===== config.mk =====
export PLATFORM = sky130hd
export DESIGN_NAME = subscription_table_multicast_top_flat
export DESIGN_NICKNAME = d
export VERILOG_FILES = /design/src/rtl/core/sts_pkg.sv /design/src/rtl/core/sts_if.sv /design/src/rtl/core/sts_table.sv /design/src/rtl/core/subscription_table_multicast_top.sv /design/src/flat_wrapper.sv
export SDC_FILE = /design/constraint.sdc
export NUM_CORES = 2
export LEC_CHECK = 0
export CORE_UTILIZATION = 57
export DETAILED_ROUTE_END_ITERATION = 8
export DONT_BUFFER_PORTS = 1
export GPL_TIMING_DRIVEN = 0
export PLACE_DENSITY = 0.78
export SYNTH_ARGS = -nofsm -noshare
export SYNTH_HDL_FRONTEND = slang
export SYNTH_SLANG_ARGS = --single-unit

===== constraint.sdc =====
create_clock -name clk -period 3.7 [get_ports clk]
set_input_delay 0.185 -clock clk [delete_from_list [all_inputs] [get_ports clk]]
set_output_delay 0.185 -clock clk [all_outputs]
set_load 0.01 [all_outputs]

===== src/rtl/core/sts_pkg.sv =====
`timescale 1ns / 1ps

package sts_pkg;

    localparam int NUM_PRIORITIES_DEF = 32;
    localparam int NUM_SIGNALS_DEF    = 64;

    localparam int OP_W       = 2;
    localparam int SIGNAL_W   = 6;
    localparam int PRIO_W     = 6;
    localparam int KIND_W     = 2;
    localparam int SUB_W      = 6;
    localparam int LIMIT_W    = 7;
    localparam int FIRST_W    = 6;
    localparam int CFG_IDX_W  = 1;
    localparam int CFG_DATA_W = 7;

    // Priority counter runs from the number of priorities (at most 64) down to 1.
    localparam int PCNT_W = 7;

    localparam logic [OP_W-1:0] OP_PUBLISH     = OP_W'(0);
    localparam logic [OP_W-1:0] OP_SUBSCRIBE   = OP_W'(1);
    localparam logic [OP_W-1:0] OP_UNSUBSCRIBE = OP_W'(2);
    localparam logic [OP_W-1:0] OP_UNSUB_ALL   = OP_W'(3);

    localparam logic [KIND_W-1:0] KIND_DELIVER = KIND_W'(0);
    localparam logic [KIND_W-1:0] KIND_NONE    = KIND_W'(1);
    localparam logic [KIND_W-1:0] KIND_DONE    = KIND_W'(2);
    localparam logic [KIND_W-1:0] KIND_ERROR   = KIND_W'(3);

    localparam logic [CFG_IDX_W-1:0] REG_SIGNAL_LIMIT = CFG_IDX_W'(0);
    localparam logic [CFG_IDX_W-1:0] REG_FIRST_USER   = CFG_IDX_W'(1);

    localparam logic [LIMIT_W-1:0] SIGNAL_LIMIT_RST = LIMIT_W'(64);
    localparam logic [FIRST_W-1:0] FIRST_USER_RST   = FIRST_W'(4);

endpackage


===== src/rtl/core/sts_if.sv =====
`timescale 1ns / 1ps

interface sts_cmd_if import sts_pkg::*; ();
    logic                valid;
    logic                ready;
    logic [OP_W-1:0]     op;
    logic [SIGNAL_W-1:0] signal;
    logic [PRIO_W-1:0]   priority_req;

    modport source (output valid, output op, output signal, output priority_req, input ready);
    modport sink   (input valid, input op, input signal, input priority_req, output ready);
endinterface

interface sts_res_if import sts_pkg::*; ();
    logic              valid;
    logic              ready;
    logic [KIND_W-1:0] kind;
    logic [SUB_W-1:0]  subscriber;
    logic              last;

    modport source (output valid, output kind, output subscriber, output last, input ready);
    modport sink   (input valid, input kind, input subscriber, input last, output ready);
endinterface

interface sts_cfg_if import sts_pkg::*; ();
    logic                  valid;
    logic                  ready;
    logic [CFG_IDX_W-1:0]  index;
    logic [CFG_DATA_W-1:0] data;

    modport source (output valid, output index, output data, input ready);
    modport sink   (input valid, input index, input data, output ready);
endinterface


===== src/rtl/core/sts_table.sv =====
`timescale 1ns / 1ps

module sts_table
    import sts_pkg::*;
#(
    parameter int NUM_PRIORITIES = NUM_PRIORITIES_DEF,
    parameter int NUM_SIGNALS    = NUM_SIGNALS_DEF,
    localparam int SIG_W         = $clog2(NUM_SIGNALS)
) (
    input  logic                      clk,
    input  logic                      we,
    input  logic [SIG_W-1:0]          waddr,
    input  logic [NUM_PRIORITIES-1:0] wdata,
    input  logic [SIG_W-1:0]          raddr,
    output logic [NUM_PRIORITIES-1:0] rdata
);

    logic [NUM_PRIORITIES-1:0] mem [NUM_SIGNALS];
    logic [NUM_PRIORITIES-1:0] rdata_reg;

    always_ff @(posedge clk)
    begin
        if (we)
        begin
            mem[waddr] <= wdata;
        end
        rdata_reg <= mem[raddr];
    end

    assign rdata = rdata_reg;

endmodule


===== src/rtl/core/subscription_table_multicast_top.sv =====
`timescale 1ns / 1ps
// Publish: the mask is fetched from the table, then the priorities are scanned from the highest
// down to the lowest subscribed one, one result per set bit; a full output register holds it.
// Subscribe and unsubscribe: read, write, result. Unsubscribe-all walks the table entries from
// the first user signal up to the limit, then gives its result. One request at a time; the next
// one is taken once the last result is in the output register. After reset a clearing pass zeroes
// the table with command ready held low; the limit and first user signal registers return to 64 and 4.

module subscription_table_multicast_top
    import sts_pkg::*;
#(
    parameter int NUM_PRIORITIES = NUM_PRIORITIES_DEF,
    parameter int NUM_SIGNALS    = NUM_SIGNALS_DEF
) (
    input  logic      clk,
    input  logic      rst_n,
    sts_cmd_if.sink   cmd,
    sts_res_if.source res,
    sts_cfg_if.sink   cfg
);

    localparam int SIG_W = $clog2(NUM_SIGNALS);
    localparam int CNT_W = ($clog2(NUM_SIGNALS + 1) > LIMIT_W) ? $clog2(NUM_SIGNALS + 1)
                                                               : LIMIT_W;
    localparam int NP    = NUM_PRIORITIES;

    typedef enum logic [2:0] {
        ST_CLEAR,
        ST_IDLE,
        ST_PUB_WAIT,
        ST_SUB_WAIT,
        ST_ALL_WAIT,
        ST_SCAN,
        ST_EMIT
    } state_t;

    state_t              state_reg, state_next;
    logic [SIG_W-1:0]    clr_reg, clr_next;
    logic [CNT_W-1:0]    cursor_reg, cursor_next;
    logic [OP_W-1:0]     op_reg, op_next;
    logic [NP-1:0]       bit_reg, bit_next;
    logic [NP-1:0]       pend_reg, pend_next;
    logic [PCNT_W-1:0]   p_reg, p_next;
    logic [KIND_W-1:0]   kind_reg, kind_next;
    logic [LIMIT_W-1:0]  limit_reg, limit_next;
    logic [FIRST_W-1:0]  first_reg, first_next;

    logic                out_valid_reg, out_valid_next;
    logic [KIND_W-1:0]   out_kind_reg, out_kind_next;
    logic [SUB_W-1:0]    out_sub_reg, out_sub_next;
    logic                out_last_reg, out_last_next;

    logic                tbl_we;
    logic [SIG_W-1:0]    tbl_waddr;
    logic [NP-1:0]       tbl_wdata;
    logic [CNT_W-1:0]    raddr_full;
    logic [NP-1:0]       tbl_rdata;

    logic [CNT_W-1:0]    lim;
    logic [CNT_W-1:0]    sig_ext;
    logic [CNT_W-1:0]    first_ext;
    logic [CNT_W-1:0]    cursor_inc;
    logic [PRIO_W-1:0]   prio_idx;
    logic                prio_ok;
    logic                cmd_acc;
    logic                can_emit;
    logic [NP-1:0]       pend_shl;

    sts_table #(
        .NUM_PRIORITIES (NUM_PRIORITIES),
        .NUM_SIGNALS    (NUM_SIGNALS)
    ) u_table (
        .clk   (clk),
        .we    (tbl_we),
        .waddr (tbl_waddr),
        .wdata (tbl_wdata),
        .raddr (raddr_full[SIG_W-1:0]),
        .rdata (tbl_rdata)
    );

    assign lim        = (CNT_W'(limit_reg) < CNT_W'(NUM_SIGNALS)) ? CNT_W'(limit_reg)
                                                                  : CNT_W'(NUM_SIGNALS);
    assign sig_ext    = CNT_W'(cmd.signal);
    assign first_ext  = CNT_W'(first_reg);
    assign cursor_inc = cursor_reg + CNT_W'(1);
    assign prio_idx   = cmd.priority_req - PRIO_W'(1);
    assign prio_ok    = (cmd.priority_req != '0)
                        && ({1'b0, cmd.priority_req} <= (PRIO_W + 1)'(NUM_PRIORITIES));
    assign cmd_acc    = cmd.valid && cmd.ready;
    assign can_emit   = !out_valid_reg || res.ready;
    assign pend_shl   = pend_reg << 1;

    assign cmd.ready      = (state_reg == ST_IDLE);
    assign cfg.ready      = 1'b1;
    assign res.valid      = out_valid_reg;
    assign res.kind       = out_kind_reg;
    assign res.subscriber = out_sub_reg;
    assign res.last       = out_last_reg;

    // Table port: the clearing pass and the read-modify-write steps share the one write port.
    always_comb
    begin
        tbl_we    = 1'b0;
        tbl_waddr = cursor_reg[SIG_W-1:0];
        tbl_wdata = tbl_rdata & ~bit_reg;
        unique case (state_reg)
            ST_CLEAR:
            begin
                tbl_we    = 1'b1;
                tbl_waddr = clr_reg;
                tbl_wdata = '0;
            end
            ST_SUB_WAIT:
            begin
                tbl_we = 1'b1;
                if (op_reg == OP_SUBSCRIBE)
                begin
                    tbl_wdata = tbl_rdata | bit_reg;
                end
            end
            ST_ALL_WAIT:
            begin
                tbl_we = 1'b1;
            end
            default:
            begin
                tbl_we = 1'b0;
            end
        endcase
    end

    always_comb
    begin
        if (state_reg == ST_ALL_WAIT)
        begin
            raddr_full = cursor_inc;
        end
        else if (cmd.op == OP_UNSUB_ALL)
        begin
            raddr_full = first_ext;
        end
        else
        begin
            raddr_full = sig_ext;
        end
    end

    always_comb
    begin
        state_next     = state_reg;
        clr_next       = clr_reg;
        cursor_next    = cursor_reg;
        op_next        = op_reg;
        bit_next       = bit_reg;
        pend_next      = pend_reg;
        p_next         = p_reg;
        kind_next      = kind_reg;
        limit_next     = limit_reg;
        first_next     = first_reg;
        out_valid_next = out_valid_reg && !res.ready;
        out_kind_next  = out_kind_reg;
        out_sub_next   = out_sub_reg;
        out_last_next  = out_last_reg;

        if (cfg.valid && cfg.ready)
        begin
            unique case (cfg.index)
                REG_SIGNAL_LIMIT: limit_next = cfg.data[LIMIT_W-1:0];
                REG_FIRST_USER:   first_next = cfg.data[FIRST_W-1:0];
                default:          limit_next = limit_reg;
            endcase
        end

        unique case (state_reg)
            ST_CLEAR:
            begin
                clr_next = clr_reg + SIG_W'(1);
                if (clr_reg == SIG_W'(NUM_SIGNALS - 1))
                begin
                    state_next = ST_IDLE;
                end
            end

            ST_IDLE:
            begin
                if (cmd_acc)
                begin
                    op_next     = cmd.op;
                    bit_next    = NP'(1) << prio_idx;
                    cursor_next = raddr_full;
                    state_next  = ST_EMIT;
                    kind_next   = KIND_ERROR;
                    if (cmd.op == OP_PUBLISH)
                    begin
                        if (sig_ext < lim)
                        begin
                            state_next = ST_PUB_WAIT;
                        end
                    end
                    else if (prio_ok)
                    begin
                        if (cmd.op == OP_UNSUB_ALL)
                        begin
                            if (first_ext < lim)
                            begin
                                state_next = ST_ALL_WAIT;
                            end
                            else
                            begin
                                kind_next = KIND_DONE;
                            end
                        end
                        else if (sig_ext >= first_ext && sig_ext < lim)
                        begin
                            state_next = ST_SUB_WAIT;
                        end
                    end
                end
            end

            ST_PUB_WAIT:
            begin
                if (tbl_rdata == '0)
                begin
                    kind_next  = KIND_NONE;
                    state_next = ST_EMIT;
                end
                else
                begin
                    pend_next  = tbl_rdata;
                    p_next     = PCNT_W'(NUM_PRIORITIES);
                    state_next = ST_SCAN;
                end
            end

            ST_SUB_WAIT:
            begin
                kind_next  = KIND_DONE;
                state_next = ST_EMIT;
            end

            ST_ALL_WAIT:
            begin
                cursor_next = cursor_inc;
                if (cursor_inc >= lim)
                begin
                    kind_next  = KIND_DONE;
                    state_next = ST_EMIT;
                end
            end

            ST_SCAN:
            begin
                // The pending mask shifts up one place a cycle unless a full output register holds a delivery;
                // its top bit is the priority in the counter.
                if (!pend_reg[NP-1])
                begin
                    pend_next = pend_shl;
                    p_next    = p_reg - PCNT_W'(1);
                end
                else if (can_emit)
                begin
                    out_valid_next = 1'b1;
                    out_kind_next  = KIND_DELIVER;
                    out_sub_next   = p_reg[SUB_W-1:0];
                    out_last_next  = (pend_shl == '0);
                    pend_next      = pend_shl;
                    p_next         = p_reg - PCNT_W'(1);
                    if (pend_shl == '0)
                    begin
                        state_next = ST_IDLE;
                    end
                end
            end

            ST_EMIT:
            begin
                if (can_emit)
                begin
                    out_valid_next = 1'b1;
                    out_kind_next  = kind_reg;
                    out_sub_next   = '0;
                    out_last_next  = 1'b1;
                    state_next     = ST_IDLE;
                end
            end

            default:
            begin
                state_next = ST_IDLE;
            end
        endcase
    end

    always_ff @(posedge clk or negedge rst_n)
    begin
        if (!rst_n)
        begin
            state_reg     <= ST_CLEAR;
            clr_reg       <= '0;
            cursor_reg    <= '0;
            op_reg        <= OP_PUBLISH;
            bit_reg       <= '0;
            pend_reg      <= '0;
            p_reg         <= '0;
            kind_reg      <= KIND_DONE;
            limit_reg     <= SIGNAL_LIMIT_RST;
            first_reg     <= FIRST_USER_RST;
            out_valid_reg <= 1'b0;
            out_kind_reg  <= KIND_DONE;
            out_sub_reg   <= '0;
            out_last_reg  <= 1'b0;
        end
        else
        begin
            state_reg     <= state_next;
            clr_reg       <= clr_next;
            cursor_reg    <= cursor_next;
            op_reg        <= op_next;
            bit_reg       <= bit_next;
            pend_reg      <= pend_next;
            p_reg         <= p_next;
            kind_reg      <= kind_next;
            limit_reg     <= limit_next;
            first_reg     <= first_next;
            out_valid_reg <= out_valid_next;
            out_kind_reg  <= out_kind_next;
            out_sub_reg   <= out_sub_next;
            out_last_reg  <= out_last_next;
        end
    end

    // Only deliveries carry a subscriber; every other result closes its request.
    a_nondeliver_last: assert property (@(posedge clk) disable iff (!rst_n)
        out_valid_reg && out_kind_reg != KIND_DELIVER |-> out_last_reg && out_sub_reg == '0)
        else $error("non-delivery result without last or with a subscriber");

    // The scan is only entered with subscribers left and stops at the last one.
    a_scan_pending: assert property (@(posedge clk) disable iff (!rst_n)
        state_reg == ST_SCAN |-> pend_reg != '0)
        else $error("priority scan running on an empty pending mask");

    // The table is never written in the cycle a new request is taken.
    a_no_write_on_accept: assert property (@(posedge clk) disable iff (!rst_n)
        cmd_acc |-> !tbl_we)
        else $error("table write while accepting a request");

    // A delivery is followed by another delivery unless it was marked last.
    a_delivery_chain: assert property (@(posedge clk) disable iff (!rst_n)
        state_reg == ST_SCAN && pend_reg[NP-1] && can_emit && pend_shl != '0
        |=> state_reg == ST_SCAN)
        else $error("publish scan left before its final delivery");

endmodule

===== src/flat_wrapper.sv =====
// flat-port wrapper written by rule: the top's interface ports become plain ports
module subscription_table_multicast_top_flat import sts_pkg::*;
#(
    parameter int NUM_PRIORITIES = NUM_PRIORITIES_DEF,
    parameter int NUM_SIGNALS    = NUM_SIGNALS_DEF
)
  (clk, rst_n, cmd_valid, cmd_op, cmd_signal, cmd_priority_req, cmd_ready, res_valid, res_kind, res_subscriber, res_last, res_ready, cfg_valid, cfg_index, cfg_data, cfg_ready);
  sts_cmd_if cmd_i ();
  sts_res_if res_i ();
  sts_cfg_if cfg_i ();
  input  logic clk;
  input  logic rst_n;
  input wire logic [$bits(cmd_i.valid)-1:0] cmd_valid;
  input wire logic [$bits(cmd_i.op)-1:0] cmd_op;
  input wire logic [$bits(cmd_i.signal)-1:0] cmd_signal;
  input wire logic [$bits(cmd_i.priority_req)-1:0] cmd_priority_req;
  output wire logic [$bits(cmd_i.ready)-1:0] cmd_ready;
  output wire logic [$bits(res_i.valid)-1:0] res_valid;
  output wire logic [$bits(res_i.kind)-1:0] res_kind;
  output wire logic [$bits(res_i.subscriber)-1:0] res_subscriber;
  output wire logic [$bits(res_i.last)-1:0] res_last;
  input wire logic [$bits(res_i.ready)-1:0] res_ready;
  input wire logic [$bits(cfg_i.valid)-1:0] cfg_valid;
  input wire logic [$bits(cfg_i.index)-1:0] cfg_index;
  input wire logic [$bits(cfg_i.data)-1:0] cfg_data;
  output wire logic [$bits(cfg_i.ready)-1:0] cfg_ready;
  assign cmd_i.valid = cmd_valid;
  assign cmd_i.op = cmd_op;
  assign cmd_i.signal = cmd_signal;
  assign cmd_i.priority_req = cmd_priority_req;
  assign cmd_ready = cmd_i.ready;
  assign res_valid = res_i.valid;
  assign res_kind = res_i.kind;
  assign res_subscriber = res_i.subscriber;
  assign res_last = res_i.last;
  assign res_i.ready = res_ready;
  assign cfg_i.valid = cfg_valid;
  assign cfg_i.index = cfg_index;
  assign cfg_i.data = cfg_data;
  assign cfg_ready = cfg_i.ready;
  subscription_table_multicast_top #(.NUM_PRIORITIES(NUM_PRIORITIES), .NUM_SIGNALS(NUM_SIGNALS)) u_core (.clk(clk), .rst_n(rst_n), .cmd(cmd_i), .res(res_i), .cfg(cfg_i));
endmodule

# Word level (Yosys, flattened, before mapping)
# Memory sizes are Yosys's and may differ from the RTL's. A register that Yosys moved wholly into a read port is not among the register bits.
# Index checks and enable logic that the tools add are counted.
dict set report totals {
  register_bits 114
  ramBits 2048
  input_bits 27
  out_inout_bits 12
  elab_cells 133
  memories 1
}
# name depth width read_ports rd_clocked_by_memory_dff wr line_no
set memory_table {}
lappend memory_table {u_core.u_table.mem 64 32 1 1 1 sts_table.sv:18} ;# logic [NUM_PRIORITIES-1:0] mem [NUM_SIGNALS];
dict set report op_classes {
  n_addsub 4
  order_cmp 6
  eq_ne 19
  shifts 1
  mux 57
  bitwise 4
  reduce_logical 26
}
# op count
set ops {}
lappend ops {{2-to-1 mux 32 bit} 4}
lappend ops {{one-hot mux 32 bit (2 select lines)} 2}
lappend ops {{zero test 32 bit} 2}
lappend ops {{2-to-1 mux 7 bit} 6}
lappend ops {{2-to-1 mux 3 bit} 12}
lappend ops {{AND 32 bit} 1}
lappend ops {{NOT 32 bit} 1}
lappend ops {{bitwise OR 32 bit} 1}
lappend ops {{<< shifter 1 x 6 -> 32 bit (first input constant)} 1}
lappend ops {{2-to-1 mux 6 bit} 5}
lappend ops {{one-hot mux 7 bit (2 select lines)} 2}
lappend ops {{2-to-1 mux 2 bit} 11}
lappend ops {{one-hot mux 3 bit (7 select lines)} 1}
lappend ops {{< comparator 6 x 7 -> 1 bit} 2}
lappend ops {{!= test 2 x 1 -> 1 bit (second input constant)} 6}
lappend ops {{one-hot mux 6 bit (2 select lines)} 1}
lappend ops {{AND reduction 2 bit} 5}
lappend ops {{equality test 3 bit (second input constant)} 3}
lappend ops {{2-to-1 mux 1 bit} 9}
lappend ops {{one-hot mux 2 bit (4 select lines)} 1}
lappend ops {{AND reduction 4 bit} 2}
lappend ops {{adder 7 x 1 -> 7 bit (second input constant)} 1}
lappend ops {{greater-or-equal comparator 7 bit} 1}
lappend ops {{< comparator 7 bit (second input constant)} 1}
lappend ops {{other kinds (26)} 36}

# Longest topological paths before layout
dict set report depth {
  ltp_word 10
  mapped_depth 14
}

# Cells and area by module
# A second synthesis with hierarchy kept.
dict set report unflattened {
  hier_cells 3984
  area_unflattened_um2 84796.3
}
# mod instances cells_each area_each_um2 seq_area_each_um2
set modules_own_cells {}
lappend modules_own_cells {sts_table 1 3324 78512.8 62139.6}
lappend modules_own_cells {subscription_table_multicast_top 1 660 6283.5 2832.7}

# Worst setup path after synthesis
# Ideal clock, no wire load.
dict set report synth_timing {
  path_type {register to register}
  start {reg u_core.state_reg[2]}
  end {mem u_core.u_table.mem[25][0] in the netlist's numbering, enable pin}
  setup_ns 0.421
  arrival_time_ns 3.408
  required_ns 3.279
  slack_ns -0.130
  stages_incl_launch_ff 10
  path_buffers 4
  synth_period_minus_slack_ns 3.830
  path_cell_list {dfrtp_1 -> buf_2 -> clkbuf_1 -> nor3_1 -> clkbuf_1 -> clkbuf_1 -> nand3b_1 -> o21ai_0 -> nand3_1 -> nor2_1}
}
dict set report synth_between {
  elab_chain_cells 5
  word_cells_on_any_way 8
}
# element line_no
set synth_rtl {}
lappend synth_rtl {{start, declared} subscription_table_multicast_top.sv:37} ;# state_t state_reg, state_next;
lappend synth_rtl {{start signal, assigned} subscription_table_multicast_top.sv:316} ;# state_reg <= state_next;
lappend synth_rtl {{equality test 3 x 2 -> 1 bit, or another cell as far along} subscription_table_multicast_top.sv:106} ;# unique case (state_reg)
lappend synth_rtl {{OR reduction 3 bit (no source line)} -}
lappend synth_rtl {{2-to-1 mux 1 bit} subscription_table_multicast_top.sv:106}
lappend synth_rtl {{2-to-1 mux 1 bit} sts_table.sv:23} ;# if (we)
lappend synth_rtl {{2-to-1 mux 1 bit (implied by the code)} sts_table.sv:25} ;# mem[waddr] <= wdata;
lappend synth_rtl {{end, declared} sts_table.sv:18}
# Parallel ways exist; a longest one is shown, timed or not.

# Worst setup path after layout
dict set report layout_timing {
  start {reg u_core.state_reg[2]}
  end {reg u_core.u_table.rdata_reg[25], in the netlist u_core.u_table.rdata[25] (read register of u_core.u_table.mem)}
}
dict set report layout_between {
  elab_chain_cells 2
}
# element line_no
set layout_rtl {}
lappend layout_rtl {{equality test 3 bit} subscription_table_multicast_top.sv:134} ;# if (state_reg == ST_ALL_WAIT)
lappend layout_rtl {{2-to-1 mux 7 bit} subscription_table_multicast_top.sv:134}
lappend layout_rtl {{end, declared} sts_table.sv:19} ;# logic [NUM_PRIORITIES-1:0] rdata_reg;
# Every way passes these cells.
# A chain may end at the register's enable or synchronous reset.

==> metrics.csv <==
metric,value,unit
post-synth top area share,71.6,%
nets@finish,5116,
internal reg-to-reg setup slack,-0.46,ns
hold path endpoint,u_core.state_reg[0],
proportion of power drawn by combinational gates,32.6,%
final setup vio count,298,
worst setup margin,-0.459,ns
Hold Path Class,in -> reg,
Site Rows,142,
Slew Limit Fails,0,
Largest Register,u_core.u_table.mem,
Mapped Avg Cell Area,18.6,um^2
Clock Sinks,2193,
core area,0.150,mm^2
gr ovfl total,0,
distinct cell type count after synthesis,61,
fmax,0.240,GHz
CP Class,reg -> reg,
status,"finished, violations left",
DRC violations left,0,
Cell Pwr Density,814,mW/mm^2
Final Hold Violating Endpoints,0,
hold_ws,0.0377,ns
Worst-path clk slew,0.07,ns
Worst setup EP type,flip-flop,
yosys warns,0,
initial antenna violation count,8,
Net Sw Frac,35.7,%
RSZ-0062 raised after global routing,true,
CTS buffer count,201,
post-synth top area cell,edfxtp_1,
crit start category,flip-flop,
io pins,39,
Pleak,0.0337,uW
Chip Height,390,um
Place WS,-1.87,ns
met2 WL,117000,um
initial core utilization,57.4,%
top sig layer,met5,
drt pass-1 iters,9,
min cycle time layout,4.16,ns
post-synthesis register bit count,2193,
met3 WL post-DR,42000,um
"EDFF count, synth",2048,
WL final,268000,um
CTS tree,yes,
Worst Path Arrival,4.95,ns
"commonest non-fill, non-tap cell in the layout",edfxtp_1,
Worst Skew,0.0451,ns
WL per Instance,36.9,um
largest net degree at the start of global routing,110,
Async SR Flop Fraction,5.15,%
Net Switching,29200,uW
Final Core Density,67.2,%
Hold Path Origin,cmd_signal[4],
DP HPWL,162000,um
peak supply drop,0.000616,V
largest cells by area after synthesis,"edfxtp_1, mux2i_1, mux4_2",
antenna-violating nets left,0,
clock network power share,26.2,%
DRT iter0 DRCs,9855,
Hold Path Depth,6,
Worst Path Required,4.49,ns
Slew Limit Headroom,7.92,%
Pint,52700,uW
peak fanout along the critical path,10,
Max-Cap Viols,0,
met1 WL,86600,um
"Clk Latency, worst-skew pair",0.89,ns
CTS Buffer Depth,3,
GPL Wtd Cong,0.943,
worst flop-to-flop path startpoint,u_core.state_reg[2],
Vias/cell,7.16,
most frequent cells in the layout,"edfxtp_1, mux2i_1, mux4_2",
sequential fraction of the synthesis area,75.7,%
cell area after synthesis,0.0859,mm^2
final critical-path share of the clock period,112,%
Port Buf Inserts,0,
DIE WIDTH,390,um
worst reg-to-reg path cell count,12,
first-pass GRT wire length,368000,um
area grow syn2layout,17.1,%
max FFs per register,2048,
top_reg_cell synth,edfxtp_1,
layout cells sized above 1,22.8,%
syn nets,4665,
Die ar.,0.152,mm^2
vias in the first global route,50500,
worst-margin pin slew,1.38,ns
via count,51900,
failing checks,setup timing,
Root Buffer,clkbuf_16,
Sequential Power Share,41.2,%
CTS H-tree lvls,4,
reg2reg end,u_core.u_table.rdata[25],
GRT Total Usage,34.7,%
Cells after Synth,4612,
-- power groups by stage --
stage | Clock [uW] | Sequential, uW | Combinational, uW
finish | 21400 | 33800 | 26700
global route | 22200 | 33800 | 27000
CTS | 21200 | 33600 | 25000
detailed placement | 0 | 34100 | 23700
global placement | 0 | 34800 | 21300
floorplan | 0 | 34000 | 13100
-- layer usage --
layer	global-route usage, %	up-vias
li1	-	19900
met1	43.1	25800
met2	51.0	5028
met3	12.9	1260
met4	23.5	8
met5	0	-
-- Yosys cell counts (77+ instances only) --
master / n
mux4_2: 254
a21oi_1: 146
edfxtp_1: 2048
o22ai_1: 147
o221ai_1: 253
dfrtp_1: 109
clkbuf_1: 133
nand2_1: 149
nor2_1: 206
o21ai_0: 77
nor3_1: 77
mux2i_1: 575
-- metrics by stage --
stage / cell area (um^2) / setup TNS, ns / power (uW) / std cells
2_1_floorplan: 85900 / -97.39 / 47100 / 4612
3_3_place_gp: 88400 / -9629.16 / 56100 / 6628
3_5_place_dp: 91200 / -2021.21 / 57900 / 6726
4_1_cts: 100000 / -46.70 / 79800 / 7235
5_1_grt: 101000 / -76.57 / 83000 / 7251
6_report: 101000 / -16.12 / 81900 / 7257
-- final cells by class --
class | instances | area [um^2]
clock inverters | 115 | 1320
well taps | 2016 | 2520
repair buffers | 247 | 3850
fillers | 8958 | 49000
plain buffers | 262 | 1740
multi-input cells | 2137 | 20700
diodes | 6 | 15.0
inverters | 21 | 78.8
flip-flops and latches | 2193 | 65000
clock buffers | 260 | 5360
-- how the worst max path moves through the flow --
| stage | from | end | slack (ns) | depth (start not counted) |
|---|---|---|---|---|
| 3_5_place_dp | u_core.state_reg[0] | u_core.u_table.rdata[19] | -1.87 | 12 |
| 4_1_cts | u_core.state_reg[2] | u_core.u_table.mem[39][31] | -0.19 | 8 |
| 6_report | u_core.state_reg[2] | u_core.u_table.rdata[25] | -0.46 | 12 |
| 2_1_floorplan | u_core.state_reg[2] | u_core.u_table.mem[25][0] | -0.13 | 9 |
| 3_3_place_gp | u_core.state_reg[2] | u_core.u_table.mem[48][16] | -3.05 | 9 |
| 5_1_grt | u_core.state_reg[2] | u_core.u_table.rdata[25] | -0.39 | 12 |
-- worst max-delay path: stages (launching register included) --
cell,delay (ns)
dfrtp_1,0.35
buf_2,0.15
nor3b_4,0.18
buf_4,0.15
o21ai_2,0.58
nand2_1,0.37
clkbuf_2,0.45
buf_2,0.34
o221ai_1,0.41
o22ai_1,0.22
nor3_1,0.54
a211oi_4,0.15
nor2_1,0.17
-- cell families after synthesis --
group,Yosys count,synth area share (%)
AO/OA/AOI/OAI,702,5.65
XOR/XNOR,17,0.173
adder cells (fa/ha/maj),26,0.379
buffers and inverters,283,1.67
flip-flops,2193,75.7
multiplexers,849,13.6
other,1,0.00437
AND/OR/NAND/NOR,541,2.83
-- what timing repair did --
| action | CTS | global route |
|---|---|---|
| hold buffers | 38 | 0 |
| setup buffers | 95 | 16 |
| hold endpoints to repair | 182 | 0 |
| pin swaps | 71 | 7 |
| gates cloned | 1 | 0 |
| setup endpoints to repair | 4002 | 3640 |
| gates resized for setup | 292 | 34 |
Note: power is estimated with default switching activity, not from simulation.
